--- src/hdl/assert_macros.svh ---
// assertion macros shared by the envelope generator rtl
`ifndef ASSERT_MACROS_SVH
`define ASSERT_MACROS_SVH
`ifndef SYNTH
// property must hold at every rising edge outside reset
`define ASSERT_CLK(lbl, prop, clk, rst_n) \
  lbl: assert property (@(posedge clk) disable iff (!rst_n) (prop)) \
    else $error("assertion failed");
// condition must never be seen at a rising edge outside reset
`define ASSERT_NEVER(lbl, cond, clk, rst_n) \
  lbl: assert property (@(posedge clk) disable iff (!rst_n) !(cond)) \
    else $error("forbidden condition seen");
`else
`define ASSERT_CLK(lbl, prop, clk, rst_n)
`define ASSERT_NEVER(lbl, cond, clk, rst_n)
`endif
`endif

--- src/hdl/dahdsr_pkg.sv ---
// types, codes and constants of the envelope generator
`default_nettype none
package dahdsr_pkg;

  localparam int unsigned TICKS_W   = 24;
  localparam int unsigned ELAPSED_W = 25;
  localparam int unsigned LEVEL_W   = 16;
  localparam int unsigned COUNT_W   = 10;
  localparam int unsigned NUM_W     = LEVEL_W + TICKS_W;
  localparam int unsigned MAX_VISITS = 8;
  localparam int unsigned VISIT_W   = $clog2(MAX_VISITS);
  localparam int unsigned CFG_IDX_W = 3;

  localparam logic [LEVEL_W-1:0]   FULL_LEVEL  = '1;
  localparam logic [ELAPSED_W-1:0] ELAPSED_MAX = '1;

  // configuration register indexes
  localparam logic [CFG_IDX_W-1:0] CFG_ENABLE  = 3'd0;
  localparam logic [CFG_IDX_W-1:0] CFG_DELAY   = 3'd1;
  localparam logic [CFG_IDX_W-1:0] CFG_ATTACK  = 3'd2;
  localparam logic [CFG_IDX_W-1:0] CFG_HOLD    = 3'd3;
  localparam logic [CFG_IDX_W-1:0] CFG_DECAY   = 3'd4;
  localparam logic [CFG_IDX_W-1:0] CFG_SUSTAIN = 3'd5;
  localparam logic [CFG_IDX_W-1:0] CFG_RELEASE = 3'd6;

  typedef enum logic [2:0] {
    STG_IDLE    = 3'd0,
    STG_DELAY   = 3'd1,
    STG_ATTACK  = 3'd2,
    STG_HOLD    = 3'd3,
    STG_DECAY   = 3'd4,
    STG_SUSTAIN = 3'd5,
    STG_RELEASE = 3'd6
  } stage_e;

  typedef enum logic [2:0] {
    FSM_WAIT,
    FSM_ROLL,
    FSM_MUL,
    FSM_DIV,
    FSM_DONE
  } fsm_e;

  // request to the shared divider
  typedef struct packed {
    logic               start;
    logic [NUM_W-1:0]   num;
    logic [TICKS_W-1:0] den;
  } div_req_t;

  // answer from the shared divider
  typedef struct packed {
    logic               busy;
    logic               done;
    logic [LEVEL_W-1:0] quot;
  } div_rsp_t;

endpackage
`default_nettype wire

--- src/hdl/dahdsr_envelope_generator.sv ---
// top level of the delay-attack-hold-decay-sustain-release envelope generator
// Usage: each input beat on s_axis carries a gate bit and a tick count; each
// one yields exactly one output beat on m_axis with the envelope level and
// stage code after those ticks. Stage lengths, sustain level and the enable
// bit are to be written through the cfg port while no beat is in flight; the
// block itself does not enforce this.
// Operation: after a beat is taken, a small sequencer walks the stages, one
// stage visit per cycle through a single compare-and-subtract unit. A ramp
// stage then does a 16x24 multiply and runs the shared one-bit-per-cycle
// divider (16 bit steps, then the quotient is handed back), which sets the
// worst case. A disabled block or an idle envelope skips the walk, and
// s_axis_tready is low until the sequencer is back in its wait state.
// The output beat sits in its own register: the next input beat is taken
// while a result still waits, but a second result is not finished until the
// first has gone, so a stalled receiver eventually stalls the input.
// Reset: the envelope is idle at level zero, all but the payload registers
// read zero and the block is disabled; no clearing pass is needed.
`default_nettype none
`include "assert_macros.svh"
module dahdsr_envelope_generator (
  input  wire logic                            clk_i,
  input  wire logic                            rst_ni,
  // configuration write port
  input  wire logic                            cfg_we_i,
  input  wire logic [dahdsr_pkg::CFG_IDX_W-1:0] cfg_idx_i,
  input  wire logic [dahdsr_pkg::TICKS_W-1:0]  cfg_wdata_i,
  // input stream
  input  wire logic                            s_axis_tvalid,
  output logic                                 s_axis_tready,
  input  wire logic [15:0]                     s_axis_tdata,  // gate, tick_count
  // result stream
  output logic                                 m_axis_tvalid,
  input  wire logic                            m_axis_tready,
  output logic [23:0]                          m_axis_tdata   // level, stage_code
);
  import dahdsr_pkg::*;

  // configuration registers
  logic               enable_q;
  logic [TICKS_W-1:0] delay_q, attack_q, hold_q, decay_q, release_q;
  logic [LEVEL_W-1:0] sustain_q;

  // envelope state
  fsm_e                 fsm_q, fsm_d;
  stage_e               stage_q, stage_d;
  logic [ELAPSED_W-1:0] elapsed_q, elapsed_d;
  logic [LEVEL_W-1:0]   level_q, level_d;
  logic [LEVEL_W-1:0]   rel_q, rel_d;
  logic [VISIT_W-1:0]   visit_q, visit_d;

  // multiplier operands and divisor
  logic [LEVEL_W-1:0]   mul_a_q, mul_a_d;
  logic [TICKS_W-1:0]   mul_b_q, mul_b_d;
  logic [TICKS_W-1:0]   den_q, den_d;

  // output register
  logic                 out_valid_q, out_valid_d;
  logic [LEVEL_W-1:0]   out_level_q, out_level_d;
  logic [2:0]           out_stage_q, out_stage_d;

  // input beat fields
  logic                 in_gate;
  logic [COUNT_W-1:0]   in_ticks;
  logic                 in_accept;

  // entry logic
  logic                 resting;
  stage_e               entry_stage;
  logic [ELAPSED_W-1:0] entry_elapsed;
  logic [ELAPSED_W:0]   entry_sum;
  logic [ELAPSED_W-1:0] entry_sat;

  // shared compare-and-subtract unit
  logic [TICKS_W-1:0]   dur;
  logic                 e_lt;
  logic [ELAPSED_W-1:0] e_sub;
  logic                 last_visit;
  logic                 out_free;

  div_req_t div_req;
  div_rsp_t div_rsp;

  assign in_gate   = s_axis_tdata[0];
  assign in_ticks  = s_axis_tdata[COUNT_W:1];
  assign in_accept = s_axis_tvalid && s_axis_tready;
  assign s_axis_tready = fsm_q == FSM_WAIT;
  assign out_free  = !out_valid_q || m_axis_tready;

  // gate handling and saturating tick add at the start of an item
  always_comb begin
    resting       = stage_q == STG_IDLE || stage_q == STG_RELEASE;
    entry_stage   = stage_q;
    entry_elapsed = elapsed_q;
    if (in_gate && resting) begin
      entry_stage   = STG_DELAY;
      entry_elapsed = '0;
    end else if (!in_gate && !resting) begin
      entry_stage   = STG_RELEASE;
      entry_elapsed = '0;
    end
    entry_sum = {1'b0, entry_elapsed} + {{(ELAPSED_W + 1 - COUNT_W){1'b0}}, in_ticks};
    entry_sat = entry_sum[ELAPSED_W] ? ELAPSED_MAX : entry_sum[ELAPSED_W-1:0];
  end

  // stage length selection for the shared compare and subtract
  always_comb begin
    case (stage_q)
      STG_DELAY:   dur = delay_q;
      STG_ATTACK:  dur = attack_q;
      STG_HOLD:    dur = hold_q;
      STG_DECAY:   dur = decay_q;
      STG_RELEASE: dur = release_q;
      default:     dur = '0;
    endcase
  end

  assign e_lt       = elapsed_q < {1'b0, dur};
  assign e_sub      = elapsed_q - {1'b0, dur};
  assign last_visit = visit_q == VISIT_W'(MAX_VISITS - 1);

  // sequencer next state
  always_comb begin
    fsm_d = fsm_q;
    case (fsm_q)
      FSM_WAIT: begin
        if (in_accept) begin
          fsm_d = (enable_q && entry_stage != STG_IDLE) ? FSM_ROLL : FSM_DONE;
        end
      end
      FSM_ROLL: begin
        case (stage_q)
          STG_DELAY, STG_HOLD: begin
            fsm_d = (e_lt || last_visit) ? FSM_DONE : FSM_ROLL;
          end
          STG_ATTACK, STG_DECAY: begin
            if (e_lt) begin
              fsm_d = FSM_MUL;
            end else begin
              fsm_d = last_visit ? FSM_DONE : FSM_ROLL;
            end
          end
          STG_RELEASE: fsm_d = e_lt ? FSM_MUL : FSM_DONE;
          default:     fsm_d = FSM_DONE;
        endcase
      end
      FSM_MUL: fsm_d = FSM_DIV;
      FSM_DIV: begin
        if (div_rsp.done) begin
          fsm_d = FSM_DONE;
        end
      end
      FSM_DONE: begin
        if (out_free) begin
          fsm_d = FSM_WAIT;
        end
      end
      default: fsm_d = FSM_WAIT;
    endcase
  end

  // envelope datapath
  always_comb begin
    stage_d   = stage_q;
    elapsed_d = elapsed_q;
    level_d   = level_q;
    rel_d     = rel_q;
    visit_d   = visit_q;
    mul_a_d   = mul_a_q;
    mul_b_d   = mul_b_q;
    den_d     = den_q;
    case (fsm_q)
      FSM_WAIT: begin
        if (in_accept && enable_q) begin
          stage_d   = entry_stage;
          elapsed_d = entry_sat;
          visit_d   = '0;
          if (!in_gate && !resting) begin
            rel_d = level_q;
          end
          if (entry_stage == STG_IDLE) begin
            level_d = '0;
          end
        end
      end
      FSM_ROLL: begin
        visit_d = visit_q + 1'b1;
        den_d   = dur;
        mul_b_d = elapsed_q[TICKS_W-1:0];
        case (stage_q)
          STG_DELAY: begin
            level_d = '0;
            if (!e_lt) begin
              elapsed_d = e_sub;
              stage_d   = STG_ATTACK;
            end
          end
          STG_ATTACK: begin
            mul_a_d = FULL_LEVEL;
            if (!e_lt) begin
              elapsed_d = e_sub;
              stage_d   = STG_HOLD;
            end
          end
          STG_HOLD: begin
            level_d = FULL_LEVEL;
            if (!e_lt) begin
              elapsed_d = e_sub;
              stage_d   = STG_DECAY;
            end
          end
          STG_DECAY: begin
            mul_a_d = FULL_LEVEL - sustain_q;
            if (!e_lt) begin
              elapsed_d = e_sub;
              stage_d   = STG_SUSTAIN;
            end
          end
          STG_SUSTAIN: level_d = sustain_q;
          STG_RELEASE: begin
            mul_a_d = rel_q;
            mul_b_d = dur - elapsed_q[TICKS_W-1:0];
            if (!e_lt) begin
              level_d = '0;
              stage_d = STG_IDLE;
            end
          end
          default: begin
            level_d = '0;
            stage_d = STG_IDLE;
          end
        endcase
      end
      FSM_DIV: begin
        if (div_rsp.done) begin
          level_d = (stage_q == STG_DECAY) ? FULL_LEVEL - div_rsp.quot : div_rsp.quot;
        end
      end
      default: ;
    endcase
  end

  // divider request: product of the registered operands
  always_comb begin
    div_req.start = fsm_q == FSM_MUL;
    div_req.num   = NUM_W'(mul_a_q) * NUM_W'(mul_b_q);
    div_req.den   = den_q;
  end

  dahdsr_div u_div (
    .clk_i  (clk_i),
    .rst_ni (rst_ni),
    .req_i  (div_req),
    .rsp_o  (div_rsp)
  );

  // output register
  always_comb begin
    out_valid_d = out_valid_q && !m_axis_tready;
    out_level_d = out_level_q;
    out_stage_d = out_stage_q;
    if (fsm_q == FSM_DONE && out_free) begin
      out_valid_d = 1'b1;
      out_level_d = level_q;
      out_stage_d = stage_q;
    end
  end

  assign m_axis_tvalid = out_valid_q;
  assign m_axis_tdata  = {5'b0, out_stage_q, out_level_q};

  // configuration registers
  always_ff @(posedge clk_i or negedge rst_ni) begin
    if (!rst_ni) begin
      enable_q  <= 1'b0;
      delay_q   <= '0;
      attack_q  <= '0;
      hold_q    <= '0;
      decay_q   <= '0;
      sustain_q <= '0;
      release_q <= '0;
    end else if (cfg_we_i) begin
      case (cfg_idx_i)
        CFG_ENABLE:  enable_q  <= cfg_wdata_i[0];
        CFG_DELAY:   delay_q   <= cfg_wdata_i;
        CFG_ATTACK:  attack_q  <= cfg_wdata_i;
        CFG_HOLD:    hold_q    <= cfg_wdata_i;
        CFG_DECAY:   decay_q   <= cfg_wdata_i;
        CFG_SUSTAIN: sustain_q <= cfg_wdata_i[LEVEL_W-1:0];
        CFG_RELEASE: release_q <= cfg_wdata_i;
        default: ;
      endcase
    end
  end

  // control and envelope state
  always_ff @(posedge clk_i or negedge rst_ni) begin
    if (!rst_ni) begin
      fsm_q       <= FSM_WAIT;
      stage_q     <= STG_IDLE;
      elapsed_q   <= '0;
      level_q     <= '0;
      rel_q       <= '0;
      visit_q     <= '0;
      out_valid_q <= 1'b0;
    end else begin
      fsm_q       <= fsm_d;
      stage_q     <= stage_d;
      elapsed_q   <= elapsed_d;
      level_q     <= level_d;
      rel_q       <= rel_d;
      visit_q     <= visit_d;
      out_valid_q <= out_valid_d;
    end
  end

  // payload registers
  always_ff @(posedge clk_i) begin
    mul_a_q     <= mul_a_d;
    mul_b_q     <= mul_b_d;
    den_q       <= den_d;
    out_level_q <= out_level_d;
    out_stage_q <= out_stage_d;
  end

  `ASSERT_CLK(a_idle_is_silent, stage_q == STG_IDLE |-> level_q == '0, clk_i, rst_ni)
  `ASSERT_CLK(a_busy_after_accept, in_accept |=> !s_axis_tready, clk_i, rst_ni)
  `ASSERT_CLK(a_div_only_in_div, div_rsp.done |-> fsm_q == FSM_DIV, clk_i, rst_ni)

endmodule
`default_nettype wire

--- src/hdl/dahdsr_div.sv ---
// radix-2 restoring divider, 16 quotient bits, one bit per cycle
`default_nettype none
`include "assert_macros.svh"
module dahdsr_div (
  input  wire logic                 clk_i,
  input  wire logic                 rst_ni,
  input  dahdsr_pkg::div_req_t      req_i,
  output dahdsr_pkg::div_rsp_t      rsp_o
);
  import dahdsr_pkg::*;

  localparam int unsigned STEP_W = $clog2(LEVEL_W);
  localparam logic [STEP_W-1:0] LAST_STEP = STEP_W'(LEVEL_W - 1);

  logic                 busy_q, busy_d;
  logic                 done_q, done_d;
  logic [STEP_W-1:0]    step_q, step_d;
  logic [TICKS_W-1:0]   rem_q, rem_d;
  logic [LEVEL_W-1:0]   quo_q, quo_d;
  logic [TICKS_W-1:0]   den_q, den_d;
  logic [TICKS_W:0]     trial;
  logic [TICKS_W:0]     diff;
  logic                 fits;

  // one trial subtraction per cycle; the quotient shifts in where the
  // low numerator bits shift out
  assign trial = {rem_q, quo_q[LEVEL_W-1]};
  assign diff  = trial - {1'b0, den_q};
  assign fits  = trial >= {1'b0, den_q};

  // next state of the divider
  always_comb begin
    busy_d = busy_q;
    done_d = 1'b0;
    step_d = step_q;
    rem_d  = rem_q;
    quo_d  = quo_q;
    den_d  = den_q;
    if (req_i.start) begin
      // quotient stays below 2^16, so the top bits start below the divisor
      busy_d = 1'b1;
      step_d = '0;
      rem_d  = req_i.num[NUM_W-1:LEVEL_W];
      quo_d  = req_i.num[LEVEL_W-1:0];
      den_d  = req_i.den;
    end else if (busy_q) begin
      rem_d  = fits ? diff[TICKS_W-1:0] : trial[TICKS_W-1:0];
      quo_d  = {quo_q[LEVEL_W-2:0], fits};
      step_d = step_q + 1'b1;
      if (step_q == LAST_STEP) begin
        busy_d = 1'b0;
        done_d = 1'b1;
      end
    end
  end

  // control registers
  always_ff @(posedge clk_i or negedge rst_ni) begin
    if (!rst_ni) begin
      busy_q <= 1'b0;
      done_q <= 1'b0;
      step_q <= '0;
    end else begin
      busy_q <= busy_d;
      done_q <= done_d;
      step_q <= step_d;
    end
  end

  // datapath registers
  always_ff @(posedge clk_i) begin
    rem_q <= rem_d;
    quo_q <= quo_d;
    den_q <= den_d;
  end

  assign rsp_o.busy = busy_q;
  assign rsp_o.done = done_q;
  assign rsp_o.quot = quo_q;

  `ASSERT_NEVER(a_start_while_busy, req_i.start && busy_q, clk_i, rst_ni)
  `ASSERT_CLK(a_last_step_done, busy_q && step_q == LAST_STEP |=> done_q, clk_i, rst_ni)
  `ASSERT_CLK(a_done_after_busy, done_q |-> $past(busy_q) && !busy_q, clk_i, rst_ni)

endmodule
`default_nettype wire
--- config.mk ---
export PLATFORM = sky130hd
export DESIGN_NAME = dahdsr_envelope_generator
export DESIGN_NICKNAME = d
export VERILOG_FILES = /design/src/hdl/dahdsr_pkg.sv /design/src/hdl/dahdsr_envelope_generator.sv /design/src/hdl/dahdsr_div.sv
export VERILOG_INCLUDE_DIRS = /design/src /design/src/hdl
export SDC_FILE = /design/constraint.sdc
export NUM_CORES = 2
export LEC_CHECK = 0
export BUFFER_PORTS_ARGS = -buffer_cell sky130_fd_sc_hd__clkbuf_2
export CORE_MARGIN = 2
export CORE_UTILIZATION = 32
export DETAILED_ROUTE_END_ITERATION = 6
export PLACE_DENSITY = 0.46
export SLEW_MARGIN = 20
export SYNTH_ARGS = -nofsm -noshare
export SYNTH_HDL_FRONTEND = slang
export SYNTH_SLANG_ARGS = --single-unit
--- constraint.sdc ---
create_clock -name clk_i -period 6.8 [get_ports clk_i]
set_clock_uncertainty 0.05 [all_clocks]
set_input_delay 0 -clock clk_i [delete_from_list [all_inputs] [get_ports clk_i]]
set_output_delay 0 -clock clk_i [all_outputs]
set_load 0.01 [all_outputs]
# [Word-level counts from Yosys, hierarchy flattened]
# Cells that the tools add are included.
# W data, S select, Z words.
[word_totals] inputBits=48 register_bits=357 output_inout_bits=26 elab_cells=161
[op_classes] reduce_logical=40 n_eq_ne=32 mul=1 muxes=53 order_cmp=2 addsub=8
[ops] op="$mux W25" n=6
[ops] op="$pmux W24 S5" n=1
[ops] op="$mux W16" n=7
[ops] op="$mux W24" n=4
[ops] op="$pmux W16 S3" n=2
[ops] op="$pmux W16 S4" n=1
[ops] op="$mux W3" n=17
[ops] op="$pmux W25 S2" n=1
[ops] op="$sub A24 B24 Y24" n=2
[ops] op="$mul A16 B24 Y40" n=1
[ops] op="$sub A16 B16 Y16 const A" n=2
[ops] op="$add A25 B10 Y26" n=1
[ops] op="$ge A25 B24 Y1" n=1
[ops] op="$lt A25 B24 Y1" n=1
[ops] op="$sub A25 B24 Y25" n=1
[ops] op="$eq A3 B3 Y1 const B" n=8
[ops] op="$eq A3 B2 Y1 const B" n=6
[ops] op="$pmux W3 S6" n=1
[ops] op="$reduce_and A2 Y1" n=9
[ops] op="$ne A3 B3 Y1 const B" n=5
[ops] op="$pmux W3 S5" n=1
[ops] op="$logic_not A3 Y1" n=4
[ops] op="$pmux W3 S2" n=2
[ops] op="$ne A2 B2 Y1 const B" n=5
[ops] op="other kinds (19)" n=47

# [Depth between registers and ports, before layout]
[logic_depth] depth_word=11 mapped_depth=24 ltp_nobuf=23

# [Modules after synthesis]
# From an unflattened synthesis, not the netlist that was laid out.
[unflattened] cells_unflattened=3357 hier_area_um2=32855.3
[modules_own_cells] module="dahdsr_envelope_generator" area_each_um2=28258.4 cells_per_inst=2930 instances=1
[modules_own_cells] module="dahdsr_div" area_each_um2=4596.9 cells_per_inst=427 instances=1

# [Least setup slack after synthesis]
# No wires, ideal clock.
[synth_path] kind="flip-flop to flip-flop" from="register mul_b_q[8]" to="register u_div.rem_q[21] (data pin)" path_slack_ps=374 synth_period_minus_slack_ps=6426 path_stages_with_launch=22 required_time_ps=6479 setup_time_ps=271 t_arrival_ps=6106 path_cell_list="edfxtp_1 clkbuf_1 nand2_1 fa_1 inv_1 fa_1 fa_1 fa_1 fa_1 inv_1 fa_1 inv_1 ha_1 a21o_1 a21o_1 a21o_1 or4_4 a211oi_4 o31ai_1 a21oi_1 xor2_1 mux2i_1"
[synth_between] elab_chain_cells=2
[synth_lines] element="start, declared" line="dahdsr_envelope_generator.sv:53" text="logic [TICKS_W-1:0] mul_b_q, mul_b_d;"
[synth_lines] element="start signal, assigned" line="dahdsr_envelope_generator.sv:319" text="mul_b_q <= mul_b_d;"
[synth_lines] element="$mul A16 B24 Y40" line="dahdsr_envelope_generator.sv:245" text="div_req.num = NUM_W'(mul_a_q) * NUM_W'(mul_b_q);"
[synth_lines] element="$mux W24" line="dahdsr_div.sv:39" text="if (req_i.start) begin"
[synth_lines] element="net u_div.rem_d[21]" line="dahdsr_div.sv:18" text="logic [TICKS_W-1:0] rem_q, rem_d;"
[synth_lines] element="end signal, assigned" line="dahdsr_div.sv:72" text="rem_q <= rem_d;"
[synth_lines] element="end, declared" line="dahdsr_div.sv:18"
# The timed path passes the listed nets, and every way through them passes these cells.
# A chain may end at the register's enable or synchronous reset.

# [Worst setup path in the final report]
# Same ends and word-level chain as after synthesis.

==> flow_metrics.env <==
export IMPL_core_rowCount=116
export IMPL_vias=22800
export IMPL_mappedNetlistArea_um2=32100
export IMPL_synth_compound_gate_area_share=0.111
export IMPL_startpoint="mul_b_q[8]$_DFFE_PP_"
export IMPL_synth_cell_type_count=102
export IMPL_synth_area_per_cell_um2=9.94
export IMPL_synth_xor_area_frac=0.0330
export IMPL_first_global_vias=23700
export IMPL_yosys_register_bits=357
export IMPL_yosys_area_top_type_share=0.193
export IMPL_crit_required_ns=7.06
export IMPL_drt_first_pass_iters=5
export IMPL_grt_setup_unrepaired="true"
export IMPL_number_of_flops_mapped_to_enable_cells_by_yosys=147
export IMPL_path_class="flip-flop to flip-flop"
export IMPL_synthMostInstantiatedCell="inv_1"
export IMPL_clock_tree_htree_level_count=2
export IMPL_startpoint_type="flip-flop"
export IMPL_chipWidth_um=321
export IMPL_cts_root_buffer="clkbuf_16"
export IMPL_drt_initial_drc_count=1400
export IMPL_yosysWarnings=0
export IMPL_number_of_buffers_added_by_the_clock_tree_synthesis_step=42
export IMPL_cp_max_fo=6
export IMPL_drive_above_1_share=0.142
export IMPL_n_fill_cell=10100
export IMPL_status="finished, final reports clean"
export IMPL_synth_top_family_by_area="adder cells"
export IMPL_max_slew_worst_pin_slew_ns=0.998
export IMPL_max_cap_viols=0
export IMPL_antenna_violating_nets_post_route=0
export IMPL_design_portCount=74
export IMPL_grt_pass1_wl_um=143000
export IMPL_drc=0
export IMPL_grt_total_usage=0.179
export IMPL_syn_inst=3234
export IMPL_fin_ws_ns=0.195
export IMPL_report_final_setup_viol=0
export IMPL_max_slew_margin_rel=0.335
export IMPL_route_detailed_wl_per_inst_um=19.4
export IMPL_reg2reg_from="mul_b_q[8]$_DFFE_PP_"
export IMPL_post_place_ws_ns=0.0354
export IMPL_pin_count_of_the_biggest_net_entering_global_routing=84
export IMPL_global_route_overflow_total=0
export IMPL_ctsLongestPathBuffers=3
export IMPL_netlist_top_cells_count="439 x inv_1, 375 x nand2_1, 310 x fa_1, 210 x dfrtp_1, 196 x ha_1"
export IMPL_start_util=0.322
export IMPL_asyncSetResetFlopFracSynth=0.588
export IMPL_design_area_um2=36600
export IMPL_yosys_most_used_dff="dfrtp_1"
export IMPL_drt_vias_per_instance=4.89
export IMPL_areaGrowthSynthToFinish_pct=13.7
export IMPL_seq_area_frac_synth=0.301
export IMPL_muxShareOfSynthArea=0.0849
export IMPL_post_dp_hpwl_um=69100
export IMPL_final_hold_viol_count=0
export IMPL_synthTopCellsByArea="fa_1 19%, dfrtp_1 16%, edfxtp_1 14%"
export IMPL_period_share=0.971
export IMPL_synth_area_leader_cell="fa_1"
export IMPL_post_synth_adder_cell_area=0.269
export IMPL_cts_sinks=357
export IMPL_cts_tree="yes"
export IMPL_fmax_mhz=151
export IMPL_clkSlewWorstSetupHoldPaths_ns=0.06
export IMPL_number_of_antenna_violations_at_the_first_check_in_global_routing=9
export IMPL_min_period_ns=6.61
export IMPL_portBuffers=63
export IMPL_clkLatencyLatePin_ns=0.58
export IMPL_fp_dieH_um=321
export IMPL_floorplan_core_area_um2=99900
export IMPL_placement_cell_area_um2=34500
export IMPL_floorplan_die_area_um2=103000
export IMPL_worst_hold_path_type="input pin to asynchronous set/reset pin"
export IMPL_num_nets_final=3892
export IMPL_totalWireLength_um=90800
export IMPL_worst_setup_path_end_kind="flip-flop"
export IMPL_tns_ns=0
export IMPL_synth_simple_gate_area_frac=0.128
export IMPL_data_arrival_time_of_the_critical_path_ns=6.86
export IMPL_final_slew_viol_count=0
export IMPL_routabilityCongestion=0.846
export IMPL_fin_worst_hold_slack_ns=0.0145
## critical path: stages, from the launching register on
cell and delay [ns]:
edfxtp_1 0.58, nand2_1 0.14, fa_1 0.55, inv_1 0.06, fa_1 0.57, fa_1 0.44
fa_1 0.53, fa_1 0.55, inv_1 0.05, fa_1 0.55, inv_1 0.05, ha_1 0.30
a21o_1 0.19, a21o_1 0.17, a21o_1 0.21, or4_4 0.55, a211oi_4 0.26, o31ai_1 0.11
a21oi_1 0.15, xor2_1 0.18, mux2i_1 0.09
## path summary, 6_finish.rpt
path / endpoint / slack (ns) / cells after the start
min in group clk_i: elapsed_q[6]$_DFFE_PN0P_ / 0.03 / 5
hold / removal: elapsed_q[2]$_DFFE_PN0P_ / 0.01 / 2
setup reg to reg: u_div.rem_q[21]$_DFFE_PP_ / 0.19 / 20
hold reg to reg: u_div.den_q[16]$_DFFE_PP_ / 0.34 / 0
max in group asynchronous: level_q[5]$_DFFE_PN0P_ / 5.23 / 3
setup / recovery: u_div.rem_q[21]$_DFFE_PP_ / 0.19 / 20
## kinds of logic after synthesis
group / after synthesis
other cells: 1
buf+inv: 604
fa+ha+maj: 506
compound gates: 533
simple gates: 864
mux: 248
flops: 357
xor+xnor: 121
## layout by cell type (no fill, tap or decap), drive strengths merged, types with 76 or more instances in the layout
cell	n
a21oi	130
and2	167
buf	121
clkbuf	123
dfrtp	210
edfxtp	147
fa	310
ha	196
inv	441
mux2	172
mux2i	76
nand2	375
nor2	151
o21ai	136
## metal layers
layer	vias up	track usage	routed length, um
met3	73	0.0193	3210
met4	2	0.0391	1800
met5	-	0	14
met1	11500	0.259	44300
met2	331	0.288	41500
li1	11000	-	-
## final cells by class
class                      count  area, um^2  area share
clock buffer                  61        1200      0.0329
multi-input combinational   2277       20200       0.553
inverter                     441        1660      0.0453
timing repair buffer         219        1900      0.0519
antenna                        1        2.50   0.0000685
sequential                   357        9670       0.265
tap                         1298        1620      0.0444
clock inverter                17         280     0.00767
## per-stage QoR
step	util	std cells
floorplan	-	3238
global placement	0.346	4546
detailed placement	0.346	4546
CTS	0.364	4660
global route	0.366	4670
finish	0.366	4671
## state kept, by name, indices dropped and copies added, names as in the netlist, 16 cells and up
| signal | count |
|---|---|
| mul_b_q | 24 |
| u_div.quo_q | 16 |
| den_q | 24 |
| rel_q | 16 |
| u_div.den_q | 24 |
| out_level_q | 16 |
| level_q | 16 |
| u_div.rem_q | 24 |
| sustain_q | 16 |
| attack_q | 24 |
| elapsed_q | 25 |
| release_q | 24 |
| hold_q | 24 |
| mul_a_q | 16 |
| decay_q | 24 |
| delay_q | 24 |
## timing repair
item	4_1_cts	5_1_grt
gates resized for setup	1	11
endpoints found under the setup margin	1	14
endpoints found under the hold margin	232	0
pin swaps	0	8
buffers inserted	0	10
hold buffers	36	0
Power is left out: the tool's default activity adds up to more than one toggle a clock period on the data nets, which glitch-free logic cannot reach.
